`src/sv/edsp_pkg.sv`:
```
// ---------------------------------------------------------------------------
// Duty setting panel package
// Shared beat types, command codes and constants for the panel controller.
// ---------------------------------------------------------------------------
`default_nettype none

package edsp_pkg;

	localparam int unsigned EDSP_QUEUE_DEPTH = 2;

	localparam logic [7:0] DUTY_STEP    = 8'd2;
	localparam logic [7:0] DUTY_MAX     = 8'hFF;
	localparam logic [7:0] DUTY_UP_TOP  = 8'hFD;
	localparam logic [7:0] BUS_MSG_LEN  = 8'd2;
	localparam logic [1:0] OUT1_MASK    = 2'b01;
	localparam logic [1:0] OUT2_MASK    = 2'b10;

	localparam int unsigned PIN_KEY_OUT2 = 0;
	localparam int unsigned PIN_KEY_OUT1 = 1;
	localparam int unsigned PIN_ENC_B    = 3;
	localparam int unsigned PIN_ENC_A    = 4;
	localparam int unsigned PIN_KEY_TGT  = 6;

	localparam int unsigned CMD_OUT1   = 0;
	localparam int unsigned CMD_OUT2   = 1;
	localparam int unsigned CMD_DUTY_A = 2;
	localparam int unsigned CMD_DUTY_B = 3;

	localparam logic FUNC_PINS = 1'b0;

	typedef struct packed {
		logic       func;
		logic [7:0] pins;
		logic [7:0] msg_length;
		logic [7:0] cmd_byte;
		logic [7:0] data_byte;
	} edsp_in_t;

	typedef struct packed {
		logic [7:0] duty_a;
		logic [7:0] duty_b;
		logic [1:0] out_bits;
		logic       target_sel;
	} edsp_out_t;

	typedef enum logic [3:0] {
		OP_NONE     = 4'd0,
		OP_STEP_UP  = 4'd1,
		OP_STEP_DN  = 4'd2,
		OP_TGT_TOG  = 4'd3,
		OP_OUT1_TOG = 4'd4,
		OP_OUT2_TOG = 4'd5,
		OP_OUT1_SET = 4'd6,
		OP_OUT2_SET = 4'd7,
		OP_DUTYA_SET = 4'd8,
		OP_DUTYB_SET = 4'd9
	} edsp_op_t;

	typedef struct packed {
		edsp_op_t   op;
		logic [7:0] data;
	} edsp_cmd_t;

endpackage

`default_nettype wire

```
`src/sv/encoder_duty_setting_panel_unit.sv`:
```
// ---------------------------------------------------------------------------
// Encoder duty setting panel unit
// Front-panel controller: encoder steps, key toggles and bus writes of two
// duty settings, a target select and two output enables.
// ---------------------------------------------------------------------------
//
//  Channel  | Handshake                   | Beat
//  ---------+-----------------------------+------------------------------
//  sample   | sample_valid / sample_stall | func, pins, msg_length, cmd, data
//  report   | report_valid / report_stall | duty_a, duty_b, out_bits, target
//
//  One sample beat per cycle is taken while sample_stall is low; each gives one
//  report beat (decode into the queue, then the settings update). The settings
//  registers, updated once per cycle unless a report stalls, set the rate.
//  A stalled report holds the back end; the queue of QueueDepth entries then
//  fills and sample_stall rises. Reset clears all settings and pin history.
// ---------------------------------------------------------------------------
`default_nettype none

module encoder_duty_setting_panel_unit #(
	parameter int unsigned QueueDepth = edsp_pkg::EDSP_QUEUE_DEPTH
) (
	input  wire                 clk,
	input  wire                 arst_n,
	input  wire                 sample_valid,
	output logic                sample_stall,
	input  wire edsp_pkg::edsp_in_t sample,
	output logic                report_valid,
	input  wire                 report_stall,
	output edsp_pkg::edsp_out_t report
);
	import edsp_pkg::*;

	logic      push;
	logic      full;
	logic      pop;
	logic      empty;
	edsp_cmd_t push_cmd;
	edsp_cmd_t pop_cmd;

	edsp_front u_front (
		.clk          (clk),
		.arst_n       (arst_n),
		.sample_valid (sample_valid),
		.sample_stall (sample_stall),
		.sample       (sample),
		.push         (push),
		.push_cmd     (push_cmd),
		.full         (full)
	);

	edsp_queue #(
		.Depth (QueueDepth)
	) u_queue (
		.clk      (clk),
		.arst_n   (arst_n),
		.push     (push),
		.push_cmd (push_cmd),
		.full     (full),
		.pop      (pop),
		.pop_cmd  (pop_cmd),
		.empty    (empty)
	);

	edsp_back u_back (
		.clk          (clk),
		.arst_n       (arst_n),
		.pop_cmd      (pop_cmd),
		.empty        (empty),
		.pop          (pop),
		.report_valid (report_valid),
		.report_stall (report_stall),
		.report       (report)
	);

endmodule

`default_nettype wire

```
`src/sv/edsp_front.sv`:
```
// ---------------------------------------------------------------------------
// Duty setting panel front end
// Accepts input beats, detects pin edges against the previous pin sample and
// decodes bus messages into one command for the queue.
// ---------------------------------------------------------------------------
`default_nettype none

module edsp_front (
	input  wire                 clk,
	input  wire                 arst_n,
	input  wire                 sample_valid,
	output logic                sample_stall,
	input  wire edsp_pkg::edsp_in_t sample,
	output logic                push,
	output edsp_pkg::edsp_cmd_t push_cmd,
	input  wire                 full
);
	import edsp_pkg::*;

	logic [7:0] last_pins_q;
	logic [7:0] diff;
	edsp_op_t   op;

	assign sample_stall = full;
	assign push         = sample_valid && !full;
	assign diff         = sample.pins ^ last_pins_q;

	always_comb begin
		op = OP_NONE;
		if (sample.func == FUNC_PINS) begin
			// A change on encoder B alone still blocks the key checks below.
			priority if (diff[PIN_ENC_A]) begin
				op = (sample.pins[PIN_ENC_A] == sample.pins[PIN_ENC_B]) ?
					OP_STEP_UP : OP_STEP_DN;
			end else if (diff[PIN_ENC_B]) begin
				op = OP_NONE;
			end else if (diff[PIN_KEY_TGT] && sample.pins[PIN_KEY_TGT]) begin
				op = OP_TGT_TOG;
			end else if (diff[PIN_KEY_OUT1] && !sample.pins[PIN_KEY_OUT1]) begin
				op = OP_OUT1_TOG;
			end else if (diff[PIN_KEY_OUT2] && !sample.pins[PIN_KEY_OUT2]) begin
				op = OP_OUT2_TOG;
			end else begin
				op = OP_NONE;
			end
		end else if (sample.msg_length == BUS_MSG_LEN) begin
			priority if (sample.cmd_byte[CMD_OUT1]) begin
				op = OP_OUT1_SET;
			end else if (sample.cmd_byte[CMD_OUT2]) begin
				op = OP_OUT2_SET;
			end else if (sample.cmd_byte[CMD_DUTY_A]) begin
				op = OP_DUTYA_SET;
			end else if (sample.cmd_byte[CMD_DUTY_B]) begin
				op = OP_DUTYB_SET;
			end else begin
				op = OP_NONE;
			end
		end
	end

	assign push_cmd.op   = op;
	assign push_cmd.data = sample.data_byte;

	always_ff @(posedge clk or negedge arst_n) begin
		if (!arst_n) begin
			last_pins_q <= '0;
		end else if (push && sample.func == FUNC_PINS) begin
			last_pins_q <= sample.pins;
		end
	end

endmodule

`default_nettype wire

```
`src/sv/edsp_queue.sv`:
```
// ---------------------------------------------------------------------------
// Duty setting panel command queue
// Small first-in first-out store between the front end and the back end.
// ---------------------------------------------------------------------------
`default_nettype none

module edsp_queue #(
	parameter int unsigned Depth = edsp_pkg::EDSP_QUEUE_DEPTH
) (
	input  wire                 clk,
	input  wire                 arst_n,
	input  wire                 push,
	input  wire edsp_pkg::edsp_cmd_t push_cmd,
	output logic                full,
	input  wire                 pop,
	output edsp_pkg::edsp_cmd_t pop_cmd,
	output logic                empty
);
	import edsp_pkg::*;

	localparam int unsigned AW = (Depth > 1) ? $clog2(Depth) : 1;
	localparam int unsigned CW = $clog2(Depth + 1);
	localparam logic [AW-1:0] LAST_IDX = AW'(Depth - 1);
	localparam logic [CW-1:0] FULL_CNT = CW'(Depth);

	edsp_cmd_t     mem_q [Depth];
	logic [AW-1:0] wr_ptr_q;
	logic [AW-1:0] rd_ptr_q;
	logic [CW-1:0] count_q;
	logic          do_push;
	logic          do_pop;

	assign full    = (count_q == FULL_CNT);
	assign empty   = (count_q == '0);
	assign do_push = push && !full;
	assign do_pop  = pop && !empty;
	assign pop_cmd = mem_q[rd_ptr_q];

	always_ff @(posedge clk) begin
		if (do_push) begin
			mem_q[wr_ptr_q] <= push_cmd;
		end
	end

	always_ff @(posedge clk or negedge arst_n) begin
		if (!arst_n) begin
			wr_ptr_q <= '0;
			rd_ptr_q <= '0;
			count_q  <= '0;
		end else begin
			if (do_push) begin
				wr_ptr_q <= (wr_ptr_q == LAST_IDX) ? '0 : wr_ptr_q + AW'(1);
			end
			if (do_pop) begin
				rd_ptr_q <= (rd_ptr_q == LAST_IDX) ? '0 : rd_ptr_q + AW'(1);
			end
			if (do_push && !do_pop) begin
				count_q <= count_q + CW'(1);
			end else if (do_pop && !do_push) begin
				count_q <= count_q - CW'(1);
			end
		end
	end

endmodule

`default_nettype wire

```
`src/sv/edsp_back.sv`:
```
// ---------------------------------------------------------------------------
// Duty setting panel back end
// Applies queued commands to the duty, target and output registers and
// presents the resulting settings as one report beat per command.
// ---------------------------------------------------------------------------
`default_nettype none

module edsp_back (
	input  wire                 clk,
	input  wire                 arst_n,
	input  wire edsp_pkg::edsp_cmd_t pop_cmd,
	input  wire                 empty,
	output logic                pop,
	output logic                report_valid,
	input  wire                 report_stall,
	output edsp_pkg::edsp_out_t report
);
	import edsp_pkg::*;

	logic [7:0] duty_a_q;
	logic [7:0] duty_b_q;
	logic       target_q;
	logic [1:0] out_q;
	logic       report_valid_q;
	logic [7:0] sel_duty;
	logic [7:0] duty_up;
	logic [7:0] duty_dn;

	// The settings registers double as the report register: they only move
	// when the previous report beat has gone or is going.
	assign pop = !empty && (!report_valid_q || !report_stall);

	assign sel_duty = target_q ? duty_b_q : duty_a_q;
	assign duty_up  = (sel_duty > DUTY_UP_TOP) ? DUTY_MAX : sel_duty + DUTY_STEP;
	assign duty_dn  = (sel_duty < DUTY_STEP) ? '0 : sel_duty - DUTY_STEP;

	always_ff @(posedge clk or negedge arst_n) begin
		if (!arst_n) begin
			duty_a_q       <= '0;
			duty_b_q       <= '0;
			target_q       <= 1'b0;
			out_q          <= '0;
			report_valid_q <= 1'b0;
		end else begin
			if (pop) begin
				report_valid_q <= 1'b1;
			end else if (!report_stall) begin
				report_valid_q <= 1'b0;
			end
			if (pop) begin
				unique case (pop_cmd.op)
					OP_STEP_UP, OP_STEP_DN: begin
						if (target_q) begin
							duty_b_q <= (pop_cmd.op == OP_STEP_UP) ? duty_up : duty_dn;
						end else begin
							duty_a_q <= (pop_cmd.op == OP_STEP_UP) ? duty_up : duty_dn;
						end
					end
					OP_TGT_TOG:   target_q <= ~target_q;
					OP_OUT1_TOG:  out_q    <= out_q ^ OUT1_MASK;
					OP_OUT2_TOG:  out_q    <= out_q ^ OUT2_MASK;
					OP_OUT1_SET:  out_q    <= {out_q[1], pop_cmd.data[0]};
					OP_OUT2_SET:  out_q    <= {pop_cmd.data[0], out_q[0]};
					OP_DUTYA_SET: duty_a_q <= pop_cmd.data;
					OP_DUTYB_SET: duty_b_q <= pop_cmd.data;
					default: ;
				endcase
			end
		end
	end

	assign report_valid      = report_valid_q;
	assign report.duty_a     = duty_a_q;
	assign report.duty_b     = duty_b_q;
	assign report.out_bits   = out_q;
	assign report.target_sel = target_q;

endmodule

`default_nettype wire
```
`config.mk`:
```
export PLATFORM = sky130hd
export DESIGN_NAME = encoder_duty_setting_panel_unit
export DESIGN_NICKNAME = d
export VERILOG_FILES = /design/src/sv/edsp_pkg.sv /design/src/sv/encoder_duty_setting_panel_unit.sv /design/src/sv/edsp_front.sv /design/src/sv/edsp_queue.sv /design/src/sv/edsp_back.sv
export SDC_FILE = /design/constraint.sdc
export NUM_CORES = 1
export LEC_CHECK = 0
export BUFFER_PORTS_ARGS = -buffer_cell sky130_fd_sc_hd__buf_2
export CAP_MARGIN = 15
export CELL_PAD_IN_SITES_DETAIL_PLACEMENT = 1
export CELL_PAD_IN_SITES_GLOBAL_PLACEMENT = 1
export CORE_ASPECT_RATIO = 1.4
export CORE_MARGIN = 2
export CORE_UTILIZATION = 33
export CTS_CLUSTER_SIZE = 40
export DETAILED_ROUTE_END_ITERATION = 6
export PLACE_DENSITY_LB_ADDON = 0.12
export SLEW_MARGIN = 20
export SYNTH_ARGS = -nofsm -noshare
export SYNTH_HDL_FRONTEND = slang
export SYNTH_SLANG_ARGS = --single-unit
```
`constraint.sdc`:
```
create_clock -name clk -period 3.05 [get_ports clk]
set_clock_uncertainty 0.1 [all_clocks]
set_input_delay 0.305 -clock clk [delete_from_list [all_inputs] [get_ports clk]]
set_output_delay 0.305 -clock clk [all_outputs]
set_load 0.01 [all_outputs]
```
Word level (Yosys, flattened, before mapping)
Memory sizes are Yosys's and may differ from the RTL's.
Index checks and enable logic that the tools add are counted.
{ "word_totals": {"ramBits": 24, "n_memories": 1, "input_bits": 37, "word_cells": 103, "register_bits": 31} }
{ "mem_list": {"columns": ["memory", "words", "word_bits", "read_ports", "rd_clocked_by_memory_dff", "write_ports", "line_no", "text"], "rows": [
  ["u_queue.mem_q", 2, 12, 1, 0, 1, "edsp_queue.sv:26", "edsp_cmd_t mem_q [Depth];"]
]} }
{ "op_classes": {"reduce_logical": 31, "order_cmp": 2, "n_bitwise": 9, "eq_ne": 15, "addsub": 6, "muxes": 29} }
{ "ops": {"columns": ["cell", "n"], "rows": [
  ["$mux W8", 6],
  ["$mux W4", 10],
  ["$pmux W8 S2", 2],
  ["$eq A4 B3 Y1 const B", 4],
  ["$logic_and A1 B1 Y1", 10],
  ["$reduce_bool A2 Y1", 5],
  ["$add A8 B2 Y8 const B", 1],
  ["$eq A4 B2 Y1 const B", 2],
  ["$eq A4 B4 Y1 const B", 2],
  ["$eq A8 B2 Y1 const B", 1],
  ["$gt A8 B8 Y1 const B", 1],
  ["$logic_not A1 Y1", 8],
  ["$lt A8 B2 Y1 const B", 1],
  ["$not A1 Y1", 8],
  ["$pmux W2 S4", 1],
  ["$reduce_and A4 Y1", 2],
  ["$sub A8 B2 Y8 const B", 1],
  ["$xor A7 B7 Y7", 1],
  ["$mux W1", 6],
  ["$mux W2", 3],
  ["$reduce_and A3 Y1", 2],
  ["$eq A4 B1 Y1 const B", 1],
  ["$ne A2 B1 Y1 const B", 2],
  ["$mux W3", 1],
  ["other kinds (10)", 11]
]} }

Depth between registers and ports, before layout
{ "logic_depth": {"word_depth": 8, "mapped_depth": 11} }

By module
Synthesis repeated with hierarchy kept, for this count alone.
{ "hier_totals": {"cells_unflattened": 302, "hier_area_um2": 3296.9} }
{ "modules_own_cells": {"columns": ["mod", "cells_each", "n_inst", "seq_area_each_um2", "area_each_um2"], "rows": [
  ["edsp_back", 196, 1, 500.5, 1727.9],
  ["edsp_queue", 56, 1, 820.8, 1099.8],
  ["edsp_front", 50, 1, 125.1, 469.2]
]} }

Worst setup path after synthesis
Ideal clock, no wire load.
{ "synth_timing": {"kind": "register to register", "from": "register u_back.target_q", "to": "register u_back.duty_a_q[7]", "period_less_slack_ns": 2.675, "required_time_ns": 2.814, "n_path_buf": 3, "arrival_time_ns": 2.438, "setup_time_ns": 0.136, "setup_slack_ns": 0.375, "path_stages_with_launch": 12, "path_cell_list": "dfrtp_1 > buf_4 > buf_4 > buf_4 > mux2_2 > inv_1 > ha_1 > nor4b_1 > o21ai_0 > or3_1 > a31oi_1 > a221oi_1"} }
{ "synth_between": {"elab_chain_len": 6, "word_cells_on_any_way": 12} }
{ "synth_rtl": {"columns": ["item", "line_no", "text"], "rows": [
  ["start: declaration", "edsp_back.sv:22", "logic target_q;"],
  ["start signal: assignment", "edsp_back.sv:59", "OP_TGT_TOG: target_q <= ~target_q;"],
  ["$mux W8", "edsp_back.sv:33", "assign sel_duty = target_q ? duty_b_q : duty_a_q;"],
  ["$sub A8 B2 Y8 (tied with other cells)", "edsp_back.sv:35", "assign duty_dn = (sel_duty < DUTY_STEP) ? '0 : sel_duty - DUTY_STEP;"],
  ["$mux W8, on equally long branches", "edsp_back.sv:35, edsp_back.sv:34", null],
  ["$mux W8", "edsp_back.sv:56", "duty_a_q <= (pop_cmd.op == OP_STEP_UP) ? duty_up : duty_dn;"],
  ["$mux W8", "edsp_back.sv:53", "if (target_q) begin"],
  ["$pmux W8 S2", "edsp_back.sv:51", "unique case (pop_cmd.op)"],
  ["end signal: assignment", "edsp_back.sv:56", null],
  ["end signal: assignment", "edsp_back.sv:64", "OP_DUTYA_SET: duty_a_q <= pop_cmd.data;"],
  ["end: declaration", "edsp_back.sv:20", "logic [7:0] duty_a_q;"]
]} }
Several ways; a longest one is shown, not always the timed one. The select of a mux whose other input is x is not followed.
A chain may end at the register's enable or synchronous reset.

Final worst setup path
Same ends and word-level chain as after synthesis.

==> metrics.md <==
| Metric | Value |
|---|---|
| Area growth, synth to finish | 16.85% |
| Cells after synthesis | ~290 |
| Register area share after synthesis | 46.50% |
| Reg-to-reg slack, setup | 460 ps |
| Largest net degree at the start of global routing | 31 |
| P_int | between 0.002 and 0.0025 W |
| Worst Setup SP | u_back.target_q |
| Root Driver | clkbuf_16 |
| Peak supply drop | 0.0003117 V |
| Pre-CTS setup slack | 455.1 ps |
| Final GP Congestion | 0.7946 |
| Final WS setup | 460.1 ps |
| Final net count | 384 |
| Setup TNS | 0 ps |
| N_diodes | 0 |
| Final HPWL DP | 6306 um |
| Proportion of layout cells with a drive suffix above 1 | 25.22% |
| Reg2reg path depth | 8 |
| Starting Density | ~34% |
| DRC viols | 0 |
| Worst R2R Start | u_back.target_q |
| Failing checks | negative hold slack |
| Synthesized Nets | 331 |
| Yosys warning total | 0 |
| Antenna violations before repair | 0 |
| Via Count | 2564 |
| Worst skew pair latency | about 300 ps |
| WP data required | 3110 ps |
| CTS tree | built |
| Final period util | 84.91% |
| Max Freq | 386.1 MHz |
| Cell variety after synth | 66 |
| Crit path launch type | register |
| Clock buffer depth | 2 |
| Yosys reg bits | between 50 and 60 |
| Sequential cell area | roughly 1400 um2 |
| Detail Route Antenna Nets | 0 |
| Final WL | 8298 um |
| Run status | complete, but fails checks |
| First drt pass iteration count | 4 |
| Async set-reset flop share out of synthesis | 54.72% |
| Net Switching | roughly 0.0015 W |
| Sw frac | a little over two fifths |
| # setup viols final | 0 |
| DIE WIDTH | approximately 86 um |
| Avg Inst Size Synth | ~11 um2 |
| PostCTS Resize Cnt | 0 |
| Slew Limit Fails | 0 |
| CTS Buf Count | 5 |
| Slew headroom | 40.49% |
| EDFF count, synth | 24 |
| Final Hold Viols | 29 |
| Seq pwr share | 37.0% |
| CTS Hold Bufs | 0 |
| CP max FO | 3 |
| Post-synth top flop | dfrtp_1 |
| DR iter-0 viols | 68 |
| Clock transition at path regs | about 70 ps |
| Most frequent cells in the layout | 50 x buf_2, 29 x dfrtp_1, 24 x edfxtp_1 |
| GRT Util Overall | between 10% and 20% |
| Clk pwr share | between 10% and 20% |
| Worst Setup EP | u_back.duty_a_q[7] |
| RSZ-0062 raised after global routing | no |
| Grt ovf | 0 |
| Max Cap Viol | 0 |
| Die area | 10230 um2 |
| H-tree levels | 2 |
| Fillers | 1025 |
| Least-Margin Pin Slew | 888.5 ps |
| Vias in the first global route | 2658 |
| Hold WS | -33.56 ps |
| Buffers on Ports | 50 |
| Wire length per cell | between 15 and 20 um |
| Design Power | 0.003582 W |
| Crit Path Category | register to register |
| Cell Area, Synth | 3110 um2 |
| First-pass GRT wire length | 13830 um |
| CTS sink count | 53 |
| Pwr dens | 985.6 nW/um2 |
| Die extent in y | 118.9 um |
| Hold WC Path Type | primary input to async pin |
| Area of the multi-input gates | 1556 um2 |
| Crit path DAT | 2650 ps |
| Comb pwr share | 47.1% |
| I/O Pins | between 50 and 60 |
| Crit path time final | 2590 ps |
| Num rows | 41 |
| Leakage power | 1.475 nW |
| Most common cell after layout, fill and taps aside | buf_2 |
| Crit. End Element | register |
| Core area | ~9100 um2 |
| Critical R2R Capture | u_back.duty_a_q[7] |
| Avg Vias per Cell | between 5 and 6 |
| Setup Buffers After CTS | 0 |
## how the worst min path moves through the flow
stage | endpoint | slack [ps] | from | depth (start not counted)
2_1_floorplan | u_back.duty_a_q[0] | -90 | arst_n | 0
3_3_place_gp | u_front.last_pins_q[4] | 330 | arst_n | 1
3_5_place_dp | u_front.last_pins_q[4] | 330 | arst_n | 1
4_1_cts | u_front.last_pins_q[4] | 6 | arst_n | 1
5_1_grt | u_front.last_pins_q[4] | 20 | arst_n | 1
6_report | u_front.last_pins_q[4] | -30 | arst_n | 1
## registers in the layout, summed over array words and instances (netlist names)
name / cells
u_queue.mem_q: 24
u_back.duty_a_q: 8
u_back.duty_b_q: 8
u_front.last_pins_q: 5
u_back.out_q: 2
u_queue.count_q: 2
u_back.report_valid: 1
u_back.target_q: 1
u_queue.rd_ptr_q: 1
u_queue.wr_ptr_q: 1
## stage by stage
| stage | area (um2) | utilization (%) | cells |
|---|---|---|---|
| after floorplan | 3110 | - | 291 |
| after global placement | 3485 | 38.38 | 444 |
| after detailed placement | 3485 | 38.38 | 444 |
| after CTS | 3635 | 40.03 | 452 |
| after global routing | 3635 | 40.03 | 452 |
| final | 3635 | 40.03 | 452 |
## area by class of cell
cell class	count	area share (%)
clock inverters	3	0.6885
multi-input cells	215	42.82
inverters	12	1.239
well taps	107	3.683
repair buffers	57	8.330
clock buffers	5	3.442
flip-flops and latches	53	39.79
## kinds of logic (layout without fill, tap and decap cells)
logic type	after synthesis	after routing	share of synthesized area, %
AOI/OAI and AO/OA	77	77	18.67
buffers and inverters	23	77	3.459
xor gates and xnor gates	12	12	3.379
and+or+nand+nor	98	98	18.38
DFF	53	53	46.50
adders and majority gates	3	3	1.207
muxes	25	25	8.407
## power groups by stage
stage	Sequential (W)	Combinational [W]	Clock (W)
2_1_floorplan	0.00128	0.00122	0
5_1_grt	0.00137	0.00188	0.000626
6_report	0.00132	0.00169	0.000572
3_5_place_dp	0.00134	0.00170	0
4_1_cts	0.00133	0.00171	0.000596
3_3_place_gp	0.00133	0.00168	0
## critical path, stage by stage, from the launching register on
cell and delay [ps]:
dfrtp_1 430, mux2_2 370, inv_1 80, ha_1 210
nor4b_1 370, o21ai_0 200, or3_1 360, a31oi_1 210
a221oi_1 130
## per-layer routing
metal	track usage (%)	share of wire, %	wire (um)
met1	19.96	41	3439
met2	31.64	54	4455
met3	2.703	2.6	216
met4	6.349	2.3	187
met5	0	0	0
## Yosys cell counts, drive strengths merged, types with 3 or more instances
library cell	count	area share, %
buf	7	1.5
and2	4	0.80
a21oi	9	1.6
nand4b	4	1.1
nor3	8	1.3
nand3b	4	0.97
o21ai	17	2.7
edfxtp	24	23
a221oi	6	2.1
o221a	4	1.4
o31ai	9	2.2
a22o	3	0.84
xnor2	6	1.7
nand3	14	2.3
mux2i	16	5.1
inv	12	1.4
or3b	4	1.1
xor2	6	1.7
nand2	17	2.1
nor2b	3	0.60
dfrtp	29	23
nor2	13	1.6
clkbuf	4	0.48
mux2	9	3.3
ha	3	1.2
and3	3	0.60
nand2b	4	0.80
nand4	3	0.60
or3	4	0.80
a22oi	3	0.72
No activity file was read; power rests on OpenSTA's default activity.
